<file path="src/rtl/skse_pkg.sv">
`timescale 1ns / 1ps
// ----------------------------------------------------------------------------
// skse_pkg: shared types and constants of the knot slope estimator
// Default widths, slope reason codes, controller states and the status word
// that the serial divider hands back to the controller.
// ----------------------------------------------------------------------------
package skse_pkg;

   // Default coordinate format: signed Q16.16
   localparam int COORD_WIDTH_DEF = 32;
   localparam int FRAC_BITS_DEF   = 16;
   localparam int REASON_WIDTH    = 3;

   // Why a slope has the value it has
   typedef enum logic [REASON_WIDTH-1:0] {
      REASON_COMPUTED  = 3'd0,
      REASON_EQUAL_X   = 3'd1,
      REASON_EXTREMUM  = 3'd2,
      REASON_LONE      = 3'd3,
      REASON_SATURATED = 3'd4
   } reason_type;

   // Number of knots held in the window
   typedef enum logic [1:0] {
      HELD_NONE = 2'd0,
      HELD_ONE  = 2'd1,
      HELD_TWO  = 2'd2
   } held_type;

   // Controller states
   typedef enum logic [2:0] {
      ST_IDLE,
      ST_DECIDE,
      ST_DIFF,
      ST_ABS,
      ST_DIV,
      ST_EMIT
   } state_type;

   // Divider status back to the controller
   typedef struct packed {
      logic done;
      logic sat;
   } div_status_type;

endpackage

</file>
<file path="src/rtl/skse_divider.sv">
`timescale 1ns / 1ps
// ----------------------------------------------------------------------------
// skse_divider: bit-serial saturating fixed-point divider
// Computes (num << FRAC_BITS) / den on magnitudes, one quotient bit per
// cycle, then saturates to the signed range and applies the sign.
// ----------------------------------------------------------------------------
module skse_divider #(
   parameter int COORD_WIDTH = skse_pkg::COORD_WIDTH_DEF,
   parameter int FRAC_BITS   = skse_pkg::FRAC_BITS_DEF
) (
   input  logic                         clock,
   input  logic                         reset,
   input  logic                         start,
   input  logic [COORD_WIDTH-1:0]       num,
   input  logic [COORD_WIDTH-1:0]       den,
   input  logic                         neg,
   output logic [COORD_WIDTH-1:0]       slope,
   output skse_pkg::div_status_type     status
);
   import skse_pkg::*;

   localparam int W     = COORD_WIDTH;
   localparam int Steps = COORD_WIDTH + FRAC_BITS;
   localparam int CntW  = $clog2(Steps + 1);

   logic            busy_ff, busy_in;
   logic            fix_ff, fix_in;
   logic            done_ff, done_in;
   logic            sat_ff, sat_in;
   logic [CntW-1:0] cnt_ff, cnt_in;
   logic [W-1:0]    num_ff, num_in;
   logic [W-1:0]    den_ff, den_in;
   logic [W-1:0]    rem_ff, rem_in;
   logic [W-1:0]    quo_ff, quo_in;
   logic            ovf_ff, ovf_in;
   logic            neg_ff, neg_in;
   logic [W-1:0]    slope_ff, slope_in;

   logic [W:0]      trial;
   logic [W:0]      trial_sub;
   logic            trial_ge;
   logic            q_over;
   logic            sat_now;
   logic [W-1:0]    mag;

   // Shift the next dividend bit into the partial remainder and try a subtract
   assign trial     = {rem_ff, num_ff[W-1]};
   assign trial_sub = trial - {1'b0, den_ff};
   assign trial_ge  = (trial >= {1'b0, den_ff});

   // Clamp to the signed range, then apply the sign
   assign q_over  = quo_ff[W-1] & (~neg_ff | (|quo_ff[W-2:0]));
   assign sat_now = ovf_ff | q_over;
   assign mag     = sat_now ? (neg_ff ? {1'b1, {(W-1){1'b0}}} : {1'b0, {(W-1){1'b1}}})
                            : quo_ff;

   // Next values
   always_comb begin
      busy_in  = busy_ff;
      fix_in   = 1'b0;
      done_in  = 1'b0;
      sat_in   = sat_ff;
      cnt_in   = cnt_ff;
      num_in   = num_ff;
      den_in   = den_ff;
      rem_in   = rem_ff;
      quo_in   = quo_ff;
      ovf_in   = ovf_ff;
      neg_in   = neg_ff;
      slope_in = slope_ff;
      if (start) begin
         busy_in = 1'b1;
         cnt_in  = CntW'(Steps);
         num_in  = num;
         den_in  = den;
         neg_in  = neg;
         rem_in  = '0;
         quo_in  = '0;
         ovf_in  = 1'b0;
      end else if (busy_ff) begin
         num_in = {num_ff[W-2:0], 1'b0};
         rem_in = trial_ge ? trial_sub[W-1:0] : trial[W-1:0];
         quo_in = {quo_ff[W-2:0], trial_ge};
         ovf_in = ovf_ff | quo_ff[W-1];
         cnt_in = cnt_ff - 1'b1;
         if (cnt_ff == CntW'(1)) begin
            busy_in = 1'b0;
            fix_in  = 1'b1;
         end
      end
      if (fix_ff) begin
         slope_in = neg_ff ? (~mag + 1'b1) : mag;
         sat_in   = sat_now;
         done_in  = 1'b1;
      end
   end

   // Registers
   always_ff @(posedge clock) begin
      if (reset) begin
         busy_ff <= 1'b0;
         fix_ff  <= 1'b0;
         done_ff <= 1'b0;
      end else begin
         busy_ff <= busy_in;
         fix_ff  <= fix_in;
         done_ff <= done_in;
      end
      sat_ff   <= sat_in;
      cnt_ff   <= cnt_in;
      num_ff   <= num_in;
      den_ff   <= den_in;
      rem_ff   <= rem_in;
      quo_ff   <= quo_in;
      ovf_ff   <= ovf_in;
      neg_ff   <= neg_in;
      slope_ff <= slope_in;
   end

   assign slope       = slope_ff;
   assign status.done = done_ff;
   assign status.sat  = sat_ff;

endmodule

</file>
<file path="src/rtl/spline_knot_slope_estimator.sv">
`timescale 1ns / 1ps
// ----------------------------------------------------------------------------
// spline_knot_slope_estimator: monotone Hermite tangents for spline knots
// Keeps a two-knot window and emits each knot's tangent once its right
// neighbour has arrived; the final knot of a curve gets its slope too.
// ----------------------------------------------------------------------------
// One knot is taken at a time. A knot that needs no division (first knot of a
// curve, equal abscissas, extremum or plateau) skips the divider. Each chord
// slope with a nonzero x difference goes through the bit-serial divider, which
// retires one quotient bit per cycle; a final knot that arrives with two knots
// held can need two chords. A finished word waits in the output register, and
// the next knot is taken while it waits. Quotients (Q16.16 by default) truncate
// toward zero and saturate with a reason code of saturated.
module spline_knot_slope_estimator #(
   parameter int COORD_WIDTH = skse_pkg::COORD_WIDTH_DEF,
   parameter int FRAC_BITS   = skse_pkg::FRAC_BITS_DEF
) (
   input  logic                                     clock,
   input  logic                                     reset,
   // knot_x, knot_y, zero pad
   input  logic [((2*COORD_WIDTH+7)/8)*8-1:0]       req_tdata,
   input  logic                                     req_tlast,   // final_knot
   input  logic                                     req_tvalid,
   output logic                                     req_tready,
   // slope, zero pad
   output logic [((COORD_WIDTH+7)/8)*8-1:0]         rsp_tdata,
   // slope_reason, for_final_knot
   output logic [skse_pkg::REASON_WIDTH:0]          rsp_tuser,
   output logic                                     rsp_tlast,   // run_end
   output logic                                     rsp_tvalid,
   input  logic                                     rsp_tready
);
   import skse_pkg::*;

   localparam int W        = COORD_WIDTH;
   localparam int OutDataW = ((COORD_WIDTH + 7) / 8) * 8;

   state_type      state_ff, state_in;
   held_type       held_ff, held_in;
   logic [W-1:0]   older_x_ff, older_x_in, older_y_ff, older_y_in;
   logic [W-1:0]   newer_x_ff, newer_x_in, newer_y_ff, newer_y_in;
   logic [W-1:0]   cur_x_ff, cur_x_in, cur_y_ff, cur_y_in;
   logic           cur_fin_ff, cur_fin_in;
   logic           second_ff, second_in;
   logic           use_older_ff, use_older_in;
   logic [W:0]     dx_raw_ff, dx_raw_in, dy_raw_ff, dy_raw_in;
   logic [W-1:0]   res_slope_ff, res_slope_in;
   reason_type     res_reason_ff, res_reason_in;
   logic           res_fin_ff, res_fin_in;
   logic           res_end_ff, res_end_in;
   logic           rsp_valid_ff, rsp_valid_in;
   logic [W-1:0]   rsp_slope_ff, rsp_slope_in;
   reason_type     rsp_reason_ff, rsp_reason_in;
   logic           rsp_fin_ff, rsp_fin_in;
   logic           rsp_end_ff, rsp_end_in;

   logic           req_accept;
   logic           out_free;
   logic           more_needed;
   logic           x_equal;
   logic           extremum;
   logic           dx_zero;
   logic [W-1:0]   ax, ay;
   logic [W-1:0]   dx_mag, dy_mag;
   logic           div_start;
   logic [W-1:0]   div_slope;
   div_status_type div_status;

   assign req_tready  = (state_ff == ST_IDLE);
   assign req_accept  = req_tvalid & req_tready;
   assign out_free    = ~rsp_valid_ff | rsp_tready;
   assign more_needed = cur_fin_ff & ~second_ff & (held_ff != HELD_NONE);

   // Inner knot checks: coincident abscissas, then extremum or plateau
   assign x_equal  = (older_x_ff == newer_x_ff) || (newer_x_ff == cur_x_ff) ||
                     (older_x_ff == cur_x_ff);
   assign extremum = !(((signed'(older_y_ff) < signed'(newer_y_ff)) &&
                        (signed'(cur_y_ff)   > signed'(newer_y_ff))) ||
                       ((signed'(older_y_ff) > signed'(newer_y_ff)) &&
                        (signed'(cur_y_ff)   < signed'(newer_y_ff))));

   // Left end of the chord
   assign ax = use_older_ff ? older_x_ff : newer_x_ff;
   assign ay = use_older_ff ? older_y_ff : newer_y_ff;

   // Magnitudes and sign of the differences
   assign dx_zero   = (dx_raw_ff == '0);
   assign dx_mag    = dx_raw_ff[W] ? (~dx_raw_ff[W-1:0] + 1'b1) : dx_raw_ff[W-1:0];
   assign dy_mag    = dy_raw_ff[W] ? (~dy_raw_ff[W-1:0] + 1'b1) : dy_raw_ff[W-1:0];
   assign div_start = (state_ff == ST_ABS) && !dx_zero;

   skse_divider #(
      .COORD_WIDTH (COORD_WIDTH),
      .FRAC_BITS   (FRAC_BITS)
   ) u_divider (
      .clock  (clock),
      .reset  (reset),
      .start  (div_start),
      .num    (dy_mag),
      .den    (dx_mag),
      .neg    (dy_raw_ff[W] ^ dx_raw_ff[W]),
      .slope  (div_slope),
      .status (div_status)
   );

   // Next state
   always_comb begin
      state_in = state_ff;
      unique case (state_ff)
         ST_IDLE: begin
            if (req_accept) state_in = ST_DECIDE;
         end
         ST_DECIDE: begin
            unique case (held_ff)
               HELD_NONE: state_in = cur_fin_ff ? ST_EMIT : ST_IDLE;
               HELD_ONE:  state_in = ST_DIFF;
               HELD_TWO:  state_in = (x_equal || extremum) ? ST_EMIT : ST_DIFF;
               default:   state_in = ST_IDLE;
            endcase
         end
         ST_DIFF: state_in = ST_ABS;
         ST_ABS:  state_in = dx_zero ? ST_EMIT : ST_DIV;
         ST_DIV: begin
            if (div_status.done) state_in = ST_EMIT;
         end
         ST_EMIT: begin
            if (out_free) begin
               if (more_needed) begin
                  state_in = (held_ff == HELD_ONE) ? ST_EMIT : ST_DIFF;
               end else begin
                  state_in = ST_IDLE;
               end
            end
         end
         default: state_in = ST_IDLE;
      endcase
   end

   // Datapath and output register
   always_comb begin
      held_in       = held_ff;
      older_x_in    = older_x_ff;
      older_y_in    = older_y_ff;
      newer_x_in    = newer_x_ff;
      newer_y_in    = newer_y_ff;
      cur_x_in      = cur_x_ff;
      cur_y_in      = cur_y_ff;
      cur_fin_in    = cur_fin_ff;
      second_in     = second_ff;
      use_older_in  = use_older_ff;
      dx_raw_in     = dx_raw_ff;
      dy_raw_in     = dy_raw_ff;
      res_slope_in  = res_slope_ff;
      res_reason_in = res_reason_ff;
      res_fin_in    = res_fin_ff;
      res_end_in    = res_end_ff;
      rsp_slope_in  = rsp_slope_ff;
      rsp_reason_in = rsp_reason_ff;
      rsp_fin_in    = rsp_fin_ff;
      rsp_end_in    = rsp_end_ff;
      rsp_valid_in  = rsp_tready ? 1'b0 : rsp_valid_ff;

      unique case (state_ff)
         ST_IDLE: begin
            // capture the incoming knot
            if (req_accept) begin
               cur_x_in   = req_tdata[W-1:0];
               cur_y_in   = req_tdata[2*W-1:W];
               cur_fin_in = req_tlast;
            end
         end
         ST_DECIDE: begin
            second_in  = 1'b0;
            res_fin_in = 1'b0;
            res_end_in = ~cur_fin_ff;
            unique case (held_ff)
               HELD_NONE: begin
                  if (cur_fin_ff) begin
                     res_slope_in  = '0;
                     res_reason_in = REASON_LONE;
                     res_fin_in    = 1'b1;
                     res_end_in    = 1'b1;
                  end else begin
                     newer_x_in = cur_x_ff;
                     newer_y_in = cur_y_ff;
                     held_in    = HELD_ONE;
                  end
               end
               HELD_ONE: use_older_in = 1'b0;
               HELD_TWO: begin
                  use_older_in = 1'b1;
                  if (x_equal) begin
                     res_slope_in  = '0;
                     res_reason_in = REASON_EQUAL_X;
                  end else if (extremum) begin
                     res_slope_in  = '0;
                     res_reason_in = REASON_EXTREMUM;
                  end
               end
               default: held_in = HELD_NONE;
            endcase
         end
         ST_DIFF: begin
            // differences of offset-binary coordinates, right minus left
            dx_raw_in = {2'b0, cur_x_ff[W-2:0]} + {1'b0, ~cur_x_ff[W-1], {(W-1){1'b0}}}
                      - ({2'b0, ax[W-2:0]} + {1'b0, ~ax[W-1], {(W-1){1'b0}}});
            dy_raw_in = {2'b0, cur_y_ff[W-2:0]} + {1'b0, ~cur_y_ff[W-1], {(W-1){1'b0}}}
                      - ({2'b0, ay[W-2:0]} + {1'b0, ~ay[W-1], {(W-1){1'b0}}});
         end
         ST_ABS: begin
            if (dx_zero) begin
               res_slope_in  = '0;
               res_reason_in = REASON_EQUAL_X;
            end
         end
         ST_DIV: begin
            if (div_status.done) begin
               res_slope_in  = div_slope;
               res_reason_in = div_status.sat ? REASON_SATURATED : REASON_COMPUTED;
            end
         end
         ST_EMIT: begin
            if (out_free) begin
               // load the output word
               rsp_valid_in  = 1'b1;
               rsp_slope_in  = res_slope_ff;
               rsp_reason_in = res_reason_ff;
               rsp_fin_in    = res_fin_ff;
               rsp_end_in    = res_end_ff;
               if (more_needed) begin
                  // final knot's own slope: chord from the newer knot
                  second_in    = 1'b1;
                  res_fin_in   = 1'b1;
                  res_end_in   = 1'b1;
                  use_older_in = 1'b0;
               end else if (cur_fin_ff) begin
                  held_in = HELD_NONE;
               end else if (held_ff != HELD_NONE) begin
                  // advance the window
                  older_x_in = newer_x_ff;
                  older_y_in = newer_y_ff;
                  newer_x_in = cur_x_ff;
                  newer_y_in = cur_y_ff;
                  held_in    = HELD_TWO;
               end
            end
         end
         default: held_in = held_ff;
      endcase
   end

   // Registers
   always_ff @(posedge clock) begin
      if (reset) begin
         state_ff     <= ST_IDLE;
         held_ff      <= HELD_NONE;
         rsp_valid_ff <= 1'b0;
      end else begin
         state_ff     <= state_in;
         held_ff      <= held_in;
         rsp_valid_ff <= rsp_valid_in;
      end
      older_x_ff    <= older_x_in;
      older_y_ff    <= older_y_in;
      newer_x_ff    <= newer_x_in;
      newer_y_ff    <= newer_y_in;
      cur_x_ff      <= cur_x_in;
      cur_y_ff      <= cur_y_in;
      cur_fin_ff    <= cur_fin_in;
      second_ff     <= second_in;
      use_older_ff  <= use_older_in;
      dx_raw_ff     <= dx_raw_in;
      dy_raw_ff     <= dy_raw_in;
      res_slope_ff  <= res_slope_in;
      res_reason_ff <= res_reason_in;
      res_fin_ff    <= res_fin_in;
      res_end_ff    <= res_end_in;
      rsp_slope_ff  <= rsp_slope_in;
      rsp_reason_ff <= rsp_reason_in;
      rsp_fin_ff    <= rsp_fin_in;
      rsp_end_ff    <= rsp_end_in;
   end

   assign rsp_tvalid = rsp_valid_ff;
   assign rsp_tdata  = OutDataW'(rsp_slope_ff);
   assign rsp_tuser  = {rsp_fin_ff, rsp_reason_ff};
   assign rsp_tlast  = rsp_end_ff;

   // An accepted knot is examined in the very next cycle
   a_accept_decide: assert property (@(posedge clock) disable iff (reset)
      req_accept |=> (state_ff == ST_DECIDE))
      else $error("accepted knot not examined next cycle");

   // A slope for the final knot always closes the run
   a_final_ends_run: assert property (@(posedge clock) disable iff (reset)
      (rsp_valid_ff && rsp_fin_ff) |-> rsp_end_ff)
      else $error("final-knot slope without run end");

   // A lone knot reports a zero slope for the final knot
   a_lone_zero: assert property (@(posedge clock) disable iff (reset)
      (rsp_valid_ff && (rsp_reason_ff == REASON_LONE)) |->
         ((rsp_slope_ff == '0) && rsp_fin_ff))
      else $error("lone knot with nonzero slope");

endmodule
</file>
<file path="config.mk">
export PLATFORM = sky130hd
export DESIGN_NAME = spline_knot_slope_estimator
export DESIGN_NICKNAME = d
export VERILOG_FILES = /design/src/rtl/skse_pkg.sv /design/src/rtl/skse_divider.sv /design/src/rtl/spline_knot_slope_estimator.sv
export SDC_FILE = /design/constraint.sdc
export NUM_CORES = 1
export LEC_CHECK = 0
export BUFFER_PORTS_ARGS = -buffer_cell sky130_fd_sc_hd__buf_4
export CAP_MARGIN = 20
export CELL_PAD_IN_SITES_DETAIL_PLACEMENT = 0
export CELL_PAD_IN_SITES_GLOBAL_PLACEMENT = 1
export CORE_MARGIN = 3
export CORE_UTILIZATION = 45
export CTS_BUF_LIST = sky130_fd_sc_hd__clkbuf_8
export DETAILED_ROUTE_END_ITERATION = 8
export PLACE_DENSITY_LB_ADDON = 0.3
export SETUP_SLACK_MARGIN = 0.02
export SYNTH_ARGS = -nofsm -noshare
export SYNTH_HDL_FRONTEND = slang
export SYNTH_SLANG_ARGS = --single-unit
</file>
<file path="constraint.sdc">
create_clock -name clock -period 14.2 [get_ports clock]
set_input_delay 0.71 -clock clock [delete_from_list [all_inputs] [get_ports clock]]
set_output_delay 0.71 -clock clock [all_outputs]
set_load 0.005 [all_outputs]
</file>
; Word level (Yosys, flattened, before mapping)
; Index checks and enable logic that the tools add are counted.
[totals]
elab_cells = 205
ff_bits = 513
out_inout_bits = 39
[op_classes]
n_addsub = 11
order_cmp = 5
n_bitwise = 22
mux = 77
n_reduce_logical = 28
eq_ne = 28
[op_table]
columns = cell, count
row1 = two-way mux 32 bit, 27
row2 = one-hot mux 32 bit (2 select lines), 3
row3 = adder 31 x 32 -> 33 bit, 4
row4 = adder 32 x 1 -> 32 bit (second input constant), 3
row5 = equality test 32 bit, 3
row6 = inverter 32 bit, 3
row7 = one-hot mux 32 bit (3 select lines), 1
row8 = subtractor 33 bit, 2
row9 = > comparator 32 bit, 2
row10 = < comparator 32 bit, 2
row11 = two-way mux 3 bit, 13
row12 = >= comparator 33 x 32 -> 1 bit, 1
row13 = zero test 33 bit, 1
row14 = subtractor 32 bit, 1
row15 = OR reduction 31 bit, 1
row16 = one-hot mux 3 bit (3 select lines), 2
row17 = one-hot mux 3 bit (6 select lines), 1
row18 = two-way mux 1 bit, 17
row19 = != test 2 bit (second input constant), 8
row20 = != test 3 bit (second input constant), 4
row21 = AND reduction 6 bit, 2
row22 = two-way mux 2 bit, 5
row23 = inverter 1 bit, 10
row24 = one-hot mux 1 bit (2 select lines), 5
row25 = 29 further kinds, 50

; Logic depth before layout (Yosys ltp)
; Gate-level depths: netlist of the first run.
[logic_depth]
ltp_word = 8
depth_mapped = 18

; By module
; A second synthesis of the first run with hierarchy kept.
[unflattened]
hier_cells = 2649
area_unflattened_um2 = 28929.0
[modules_own_cells]
columns = mod, instances, area_per_inst_um2, seq_area_each_um2, cells_per_inst
row1 = spline_knot_slope_estimator, 1, 19817.8, 10179.8, 1735
row2 = skse_divider, 1, 9111.2, 4424.2, 914

; Least setup slack after synthesis of the first run
; No wires, ideal clock.
[synth_timing]
path_kind = reg-to-reg
startpoint = reg held_ff[0]
endpoint = reg older_x_ff[0], enable pin
n_path_buf = 1
arrival_ns = 7.030
stages_incl_launch_ff = 5
synth_period_minus_slack_ns = 7.674
setup_ns = 0.644
slack_ns = 6.526
required_time_ns = 13.556
path_cell_list = dfxtp_1 > inv_1 > ha_1 > clkbuf_1 > nor4_1
[synth_via]
elab_chain_cells = 4
[synth_lines]
columns = item, line_no
row1 = "start, declared", spline_knot_slope_estimator.sv:39  ; held_type held_ff, held_in;
row2 = "start signal, assigned", spline_knot_slope_estimator.sv:260  ; held_ff <= held_in;
row3 = nonzero test 2 bit *, "spline_knot_slope_estimator.sv:72, spline_knot_slope_estimator.sv:238"
row4 = AND 1 bit, spline_knot_slope_estimator.sv:72  ; assign more_needed = cur_fin_ff & ~second_ff & (held_ff != HELD_NONE);
row5 = inverter 1 bit (no source line), n/a
row6 = AND reduction 5 bit (no source line) *, n/a
row7 = "end signal, assigned", spline_knot_slope_estimator.sv:263  ; older_x_ff <= older_x_in;
row8 = "end, declared", spline_knot_slope_estimator.sv:40  ; logic [W-1:0] older_x_ff, older_x_in, older_y_ff, older_y_in;
; Every way passes the cells marked *; elsewhere a longest branch is shown, timed or not.
; A chain may end at the register's enable or synchronous reset.

; Worst setup path in the final report of the first run
[layout_timing]
startpoint = reg u_divider.neg_ff
endpoint = reg u_divider.slope_ff[30], in the netlist u_divider.slope[30], data pin
[layout_via]
elab_chain_cells = 8
elab_cells_between_ends = 9
cone_classes = add/sub: 1 / mux: 3 / bitwise: 5
[layout_lines]
columns = item, line_no
row1 = "start, declared", skse_divider.sv:36  ; logic neg_ff, neg_in;
row2 = "start signal, assigned", skse_divider.sv:116  ; neg_ff <= neg_in;
row3 = inverter 1 bit, skse_divider.sv:52  ; assign q_over = quo_ff[W-1] & (~neg_ff | (|quo_ff[W-2:0]));
row4 = OR 1 bit, skse_divider.sv:52
row5 = AND 1 bit, skse_divider.sv:52
row6 = OR 1 bit, skse_divider.sv:53  ; assign sat_now = ovf_ff | q_over;
row7 = two-way mux 32 bit, skse_divider.sv:54  ; assign mag = sat_now ? (neg_ff ? {1'b1, {(W-1){1'b0}}} : {1'b0, {(W-1){1'b1}}})
row8 = inverter 32 bit, skse_divider.sv:92  ; slope_in = neg_ff ? (~mag + 1'b1) : mag;
row9 = adder 32 x 1 -> 32 bit, skse_divider.sv:92
row10 = two-way mux 32 bit *, skse_divider.sv:92
row11 = "end signal, assigned", skse_divider.sv:117  ; slope_ff <= slope_in;
row12 = "end, declared", skse_divider.sv:37  ; logic [W-1:0] slope_ff, slope_in;
; Marks and branches as above.

==> impl_metrics.yaml, run 1 <==
clocking:
  worst_skew_pair.late_latency_ps: 670
  cts_max_level: 3
  ctsRootBufferMaster: "clkbuf_8"
  cts_tree: "built"
  path_clk_slew_ps: 60
  cts.sinks: 513
  ctsResizeCount: 0
  hold_buffers: 0
  postCtsSetupRepairBufs: 0
  cts.path.max_buffers: 3
  cts_buffers: 90
placed_design:
  port_buffers: 107
  gp_congestion: 0.9195
  preCtsSetupSlack_ps: 8479
  dp_hpwl_um: 45210
final_layout:
  multiInputGateArea_mm2: 0.01288
  layout.nets: 3112
  areaGrowthSynthToFinish_pct: 11.73
  layout-drive-gt1-share: 0.1060
  n_fill_cell: 5619
  seqCellArea_mm2: 0.01461
drt:
  wl_per_cell_um: 16.57
  dr.pass1.iters: 5
  drt_iter0_drc: 1224
  viasPerCell: 5.280
  detail-route-antenna-nets: 0
  drc: 0
  via_count: 19680
  drt-total-wl_um: 61750
setup_path:
  end_kind: "flop"
  cp.arrival_ps: 6090
  cp.required_ps: 14580
  criticalPathCategory: "flop to flop"
  cp_max_fo: 44
  critPathLaunchType: "flop"
sta:
  min_period_ps: 5709
  fmax_mhz: 175.2
  post-route-period-util: 0.4020
  rsz0062_at_grt: "false"
  finalSetupViolations: 0
  tightest_slew_ps: 1085
  final_hold_viol_count: 0
  slew_headroom: 0.2580
  timing.final.ws_setup_ps: 8491
  report.final.slew_viol_count: 0
  fin_worst_skew_ps: 34.28
  setup_tns_ps: 0
global_route:
  grt_max_degree: 77
  overflow: 0
  antenna_found_initial: 2
  track_usage: 0.1826
  grt_pass1_vias: 19180
  grt_pass1_wl_um: 99320
die:
  dieHeight_um: 259.2
  rows: 92
  io_pins: 108
  die_w_um: 259.2
  dieArea_mm2: 0.06718
  coreArea_mm2: 0.06320
  start_util: 0.4565
power:
  p_switching_w: 0.001592
  swShare: 0.3348
  p_clk_frac: 0.266
  leakagePower_nw: 12.93
  fin_total_pwr_w: 0.004756
  power_density_mw_per_mm2: 147.6
  irDropWorstVdd_mv: 0.08135
  power_frac_seq: 0.409
  p_int_w: 0.003164
  p_comb_frac: 0.325
yosys:
  yosysUniqueCellTypes: 80
  ys_ff_latch: 513
  syn_nets: 2980
  ys_seq_area_frac: 0.5062
  synthCells: 2677
  ys_async_sr_fraction: 0
  syn-cell-area_mm2: 0.02885
  synth-edff-count: 433
  yosys_warnings: 0
  synth_area_per_cell_um2: 10.78
  synth_ff_type: "edfxtp_1"
outcome:
  status: "completed"
hold_path:
  hold_class: "input pin to flop"
job:
  cap_violations: 0
[power by group through the flow]
stage | logic (W) | registers, W | clock network [W]
finish | 0.00155 | 0.00194 | 0.00126
global route | 0.00175 | 0.00196 | 0.00138
CTS | 0.00155 | 0.00194 | 0.00132
detailed placement | 0.00154 | 0.00197 | 0
global placement | 0.00152 | 0.00197 | 0
floorplan | 0.00120 | 0.00194 | 0
[worst max-delay path: stages, from the launching register on]
cell,delay (ps)
edfxtp_1,320
buf_4,380
inv_1,320
or4b_1,580
or4_4,460
o21ai_4,600
inv_2,400
o21ai_0,330
ha_1,400
o211a_1,320
o2bb2ai_2,170
a21boi_2,630
nand2_1,200
o21ai_0,210
a21oi_1,80
[synth_stat cells (all sizes together), types with 14 or more instances]
cell type / n / share of area
xor2: 131 / 0.040
and2: 44 / 0.0095
o21ai: 184 / 0.032
xnor2: 116 / 0.035
mux2i: 60 / 0.021
buf: 16 / 0.0025
nor4: 28 / 0.0061
o211ai: 14 / 0.0036
and3: 22 / 0.0048
clkbuf: 67 / 0.0087
mux2: 31 / 0.012
o31ai: 31 / 0.0090
nor2b: 19 / 0.0041
nor3: 33 / 0.0057
edfxtp: 433 / 0.45
a21oi: 158 / 0.027
or3: 28 / 0.0062
dfxtp: 80 / 0.056
inv: 288 / 0.037
nand4: 32 / 0.0069
nand2b: 14 / 0.0030
a31oi: 20 / 0.0043
nand2: 193 / 0.025
ha: 231 / 0.10
a21o: 35 / 0.0091
nor2: 152 / 0.020
nand3: 38 / 0.0066
[layer usage]
layer,GRT usage,routed length (um),vias to the layer above
met5,0,0,-
met4,0.06415,1642,0
met3,0.03356,3416,106
met2,0.2860,27480,463
met1,0.2549,29210,9195
li1,-,-,9913
[cell usage in the layout, fill, tap and decap left out, types with 8 or more instances in the layout]
cell and n:
nor2_1 150, nor4_1 27, mux2_2 31, buf_4 122, nand2b_1 13, a31oi_1 20
o21a_1 11, or4_1 10, nand3_1 38, o21ai_0 179, and2_1 42, o31ai_1 29
clkbuf_8 91, ha_1 231, a211oi_1 13, nand2_1 193, o21bai_1 11, a21o_1 35
o211ai_1 14, edfxtp_1 433, and4_1 8, inv_1 314, nor2b_1 19, xor2_1 131
nand4_1 32, a21oi_1 157, or2_2 10, xnor2_1 116, clkinv_1 21, o311ai_0 12
or3_1 27, o41ai_1 11, mux2i_1 60, nor3_1 31, and3_1 22, dfxtp_1 79
clkinv_2 12
[area by class of cell]
cell class,count,share of cell area
Inverter,288,0.03354
Tap cell,846,0.03284
Clock inverter,70,0.01250
Antenna cell,3,0.0002329
Multi-Input combinational cell,1793,0.3996
Timing Repair Buffer,123,0.02927
Clock buffer,91,0.03886
Sequential cell,513,0.4531
[sequential cells by signal, summed over array words and instances (netlist names), 6 cells and up]
signal,count
u_divider.slope,32
cur_y_ff,32
u_divider.quo_ff,32
rsp_tdata,32
cur_x_ff,32
u_divider.rem_ff,32
dx_raw_ff,33
u_divider.num_ff,32
older_x_ff,32
dy_raw_ff,33
res_slope_ff,32
u_divider.den_ff,32
newer_y_ff,32
newer_x_ff,32
u_divider.cnt_ff,6
older_y_ff,32
[cells by family (layout without fill, tap and decap cells)]
kind of cell,after synthesis,after routing,synth area share
compound gates,567,567,0.1227
xor+xnor,247,247,0.07499
other cells,0,3,0
mux,91,91,0.03292
simple gates,654,654,0.1122
flops,513,513,0.5062
buf+inv,371,572,0.04871
fa+ha+maj,234,234,0.1023
[worst paths after layout]
kind	from	endpoint	slack, ps	cells after the start
setup / recovery	u_divider.neg_ff$_DFFE_PP_	u_divider.slope[30]$_DFFE_PP_	8490	14
hold / removal	req_tdata[38]	cur_y_ff[6]$_DFFE_PP_	210	1
setup reg to reg	u_divider.neg_ff$_DFFE_PP_	u_divider.slope[30]$_DFFE_PP_	8490	14
hold reg to reg	res_slope_ff[26]$_SDFFCE_PP0P_	rsp_tdata[26]$_DFFE_PP_	410	0
[metrics by stage]
| step | area (um2) | instances | hold WS, ps | util |
|---|---|---|---|---|
| 5_1_grt | 32230 | 3727 | 163.6 | 0.5100 |
| 3_3_place_gp | 30540 | 3562 | 402.1 | 0.4833 |
| 6_report | 32230 | 3727 | 211.1 | 0.5100 |
| 3_5_place_dp | 30570 | 3563 | 404.5 | 0.4837 |
| 4_1_cts | 32220 | 3724 | 138.2 | 0.5099 |
| 2_1_floorplan | 28850 | 2677 | 400.3 | - |
(Power assumes the default switching activity.)
==> inputs of run 2 (changes only) <==
Clock period 14.2 ns to 5.4 ns, I/O delays scaled along.
==> impl_metrics.yaml, run 2 (synthesized netlist as in run 1, its figures left out) <==
die:
  rows: 92
  io_pins: 108
  dieArea_mm2: 0.06718
  dieHeight_um: 259.2
  start_util: 0.4565
  die_w_um: 259.2
  coreArea_mm2: 0.06320
global_route:
  grt_max_degree: 84
  overflow: 0
  grt_pass1_wl_um: 102600
  track_usage: 0.1870
  grt_pass1_vias: 19830
  antenna_found_initial: 1
power:
  irDropWorstVdd_mv: 0.2177
  power_density_mw_per_mm2: 386.1
  leakagePower_nw: 13.31
setup_path:
  crit_family: "compound AO/OA/AOI/OAI gates"
  slowest_stage: "a21boi_2"
  cp.required_ps: 5800
  cp.arrival_ps: 5220
  crit_buf_inv: 1
  end_kind: "flop"
  timing.rr.start: "u_divider.quo_ff[10]$_SDFFE_PP0P_"
  cp_max_fo: 26
  cp_slowest_stage_delay_ps: 620
  criticalPathCategory: "flop to flop"
  critPathLaunchType: "flop"
  rrSetupSlack_ps: 580
  r2r_cells: 13
  crit_chain: "or3_1, or4b_1, or4_4, o21ai_4, inv_2, o21ai_0, ha_1, o211a_1, o2bb2ai_2, a21boi_2, nand2_1, o21ai_0, a21oi_1"
  reg2reg_to: "u_divider.slope[30]$_DFFE_PP_"
  crit_top_cell: "o21ai_0"
drt:
  drt-total-wl_um: 62670
  viasPerCell: 5.266
  drc: 0
  detail-route-antenna-nets: 0
  wl_per_cell_um: 16.50
  drt_iter0_drc: 1243
  via_count: 20000
  dr.pass1.iters: 5
placed_design:
  place_area_mm2: 0.03064
  gp_congestion: 0.8730
  dp_hpwl_um: 45290
  port_buffers: 107
sta:
  rsz0062_at_grt: "false"
  tightest_slew_ps: 1075
  min_period_ps: 4819
  final_hold_viol_count: 0
  fin_worst_skew_ps: 30.56
  setup_tns_ps: 0
  report.final.slew_viol_count: 0
  slew_headroom: 0.2836
  post-route-period-util: 0.8923
  fmax_mhz: 207.5
  finalSetupViolations: 0
clocking:
  cts.path.max_buffers: 3
  cts.sinks: 513
  path_clk_slew_ps: 70
  ctsRootBufferMaster: "clkbuf_8"
  cts_max_level: 3
  postCtsSetupRepairBufs: 0
  cts_tree: "built"
  worst_skew_pair.late_latency_ps: 680
  cts_buffers: 88
final_layout:
  multiInputGateArea_mm2: 0.01290
  areaGrowthSynthToFinish_pct: 14.74
  seqCellArea_mm2: 0.01461
  layout.nets: 3185
  layout-drive-gt1-share: 0.1068
  top_regs: "dx_raw_ff: 33 flops, dy_raw_ff: 33 flops"
  final_cell_mix: "433 x edfxtp_1, 310 x inv_1, 231 x ha_1"
  layout_commonest_cell: "edfxtp_1"
  final_util: 0.5238
  n_fill_cell: 5604
  design_area_mm2: 0.03310
hold_path:
  hp-start: "req_tdata[2]"
  min_to: "cur_x_ff[2]$_DFFE_PP_"
  hold_class: "input pin to flop"
  whs_path_depth: 2
job:
  cap_violations: 0
outcome:
  status: "completed"
run 2: what timing repair did:
item	CTS	global route
endpoints found under the hold margin	74	0
hold buffers	68	0
gates resized for setup	0	0
run 2: area by class of cell:
class / count / share of cell area
Clock inverter: 68 / 0.01584
Tap cell: 846 / 0.03198
Clock buffer: 90 / 0.03742
Antenna cell: 1 / 0.00007560
Sequential cell: 513 / 0.4412
Inverter: 288 / 0.03266
Multi-Input combinational cell: 1793 / 0.3896
Timing Repair Buffer: 198 / 0.05118
run 2: metal layers:
layer / global-route usage / share of wire / wire (um) / vias to the layer above
met3: 0.03092 / 0.044 / 2749 / 92
met5: 0 / 0 / 0 / -
met1: 0.2615 / 0.48 / 30130 / 9432
li1: - / - / - / 10040
met4: 0.05886 / 0.022 / 1368 / 0
met2: 0.2983 / 0.45 / 28420 / 434
run 2: worst max path at each step:
stage                               endpoint                              start  cells past startpoint
3_5_place_dp   u_divider.slope[30]$_DFFE_PP_  u_divider.quo_ff[10]$_SDFFE_PP0P_                     13
5_1_grt        u_divider.slope[30]$_DFFE_PP_   u_divider.quo_ff[2]$_SDFFE_PP0P_                     13
6_report       u_divider.slope[30]$_DFFE_PP_  u_divider.quo_ff[10]$_SDFFE_PP0P_                     13
2_1_floorplan     res_reason_ff[0]$_DFFE_PP_             dx_raw_ff[8]$_DFFE_PP_                     11
4_1_cts        u_divider.slope[30]$_DFFE_PP_  u_divider.quo_ff[11]$_SDFFE_PP0P_                     13
3_3_place_gp   u_divider.slope[30]$_DFFE_PP_  u_divider.quo_ff[10]$_SDFFE_PP0P_                     13
run 2: metrics by stage:
stage | hold WS, ps | setup WS, ps | total power, W | cells
2_1_floorplan | 368.9 | 230.7 | 0.008234 | 2677
3_3_place_gp | 400.5 | 800.9 | 0.009187 | 3568
3_5_place_dp | 404.5 | 673.7 | 0.009239 | 3569
4_1_cts | 240.3 | 663.4 | 0.01289 | 3795
5_1_grt | 272.7 | 279.3 | 0.01367 | 3797
6_report | 317.8 | 581.3 | 0.01278 | 3797
run 2: where the power goes:
part / leakage (nW) / switching, W / internal, W
combinational: 7.71 / 0.00235 / 0.00178
clock: 0.986 / 0.00163 / 0.00191
sequential: 4.61 / 0.000283 / 0.00482
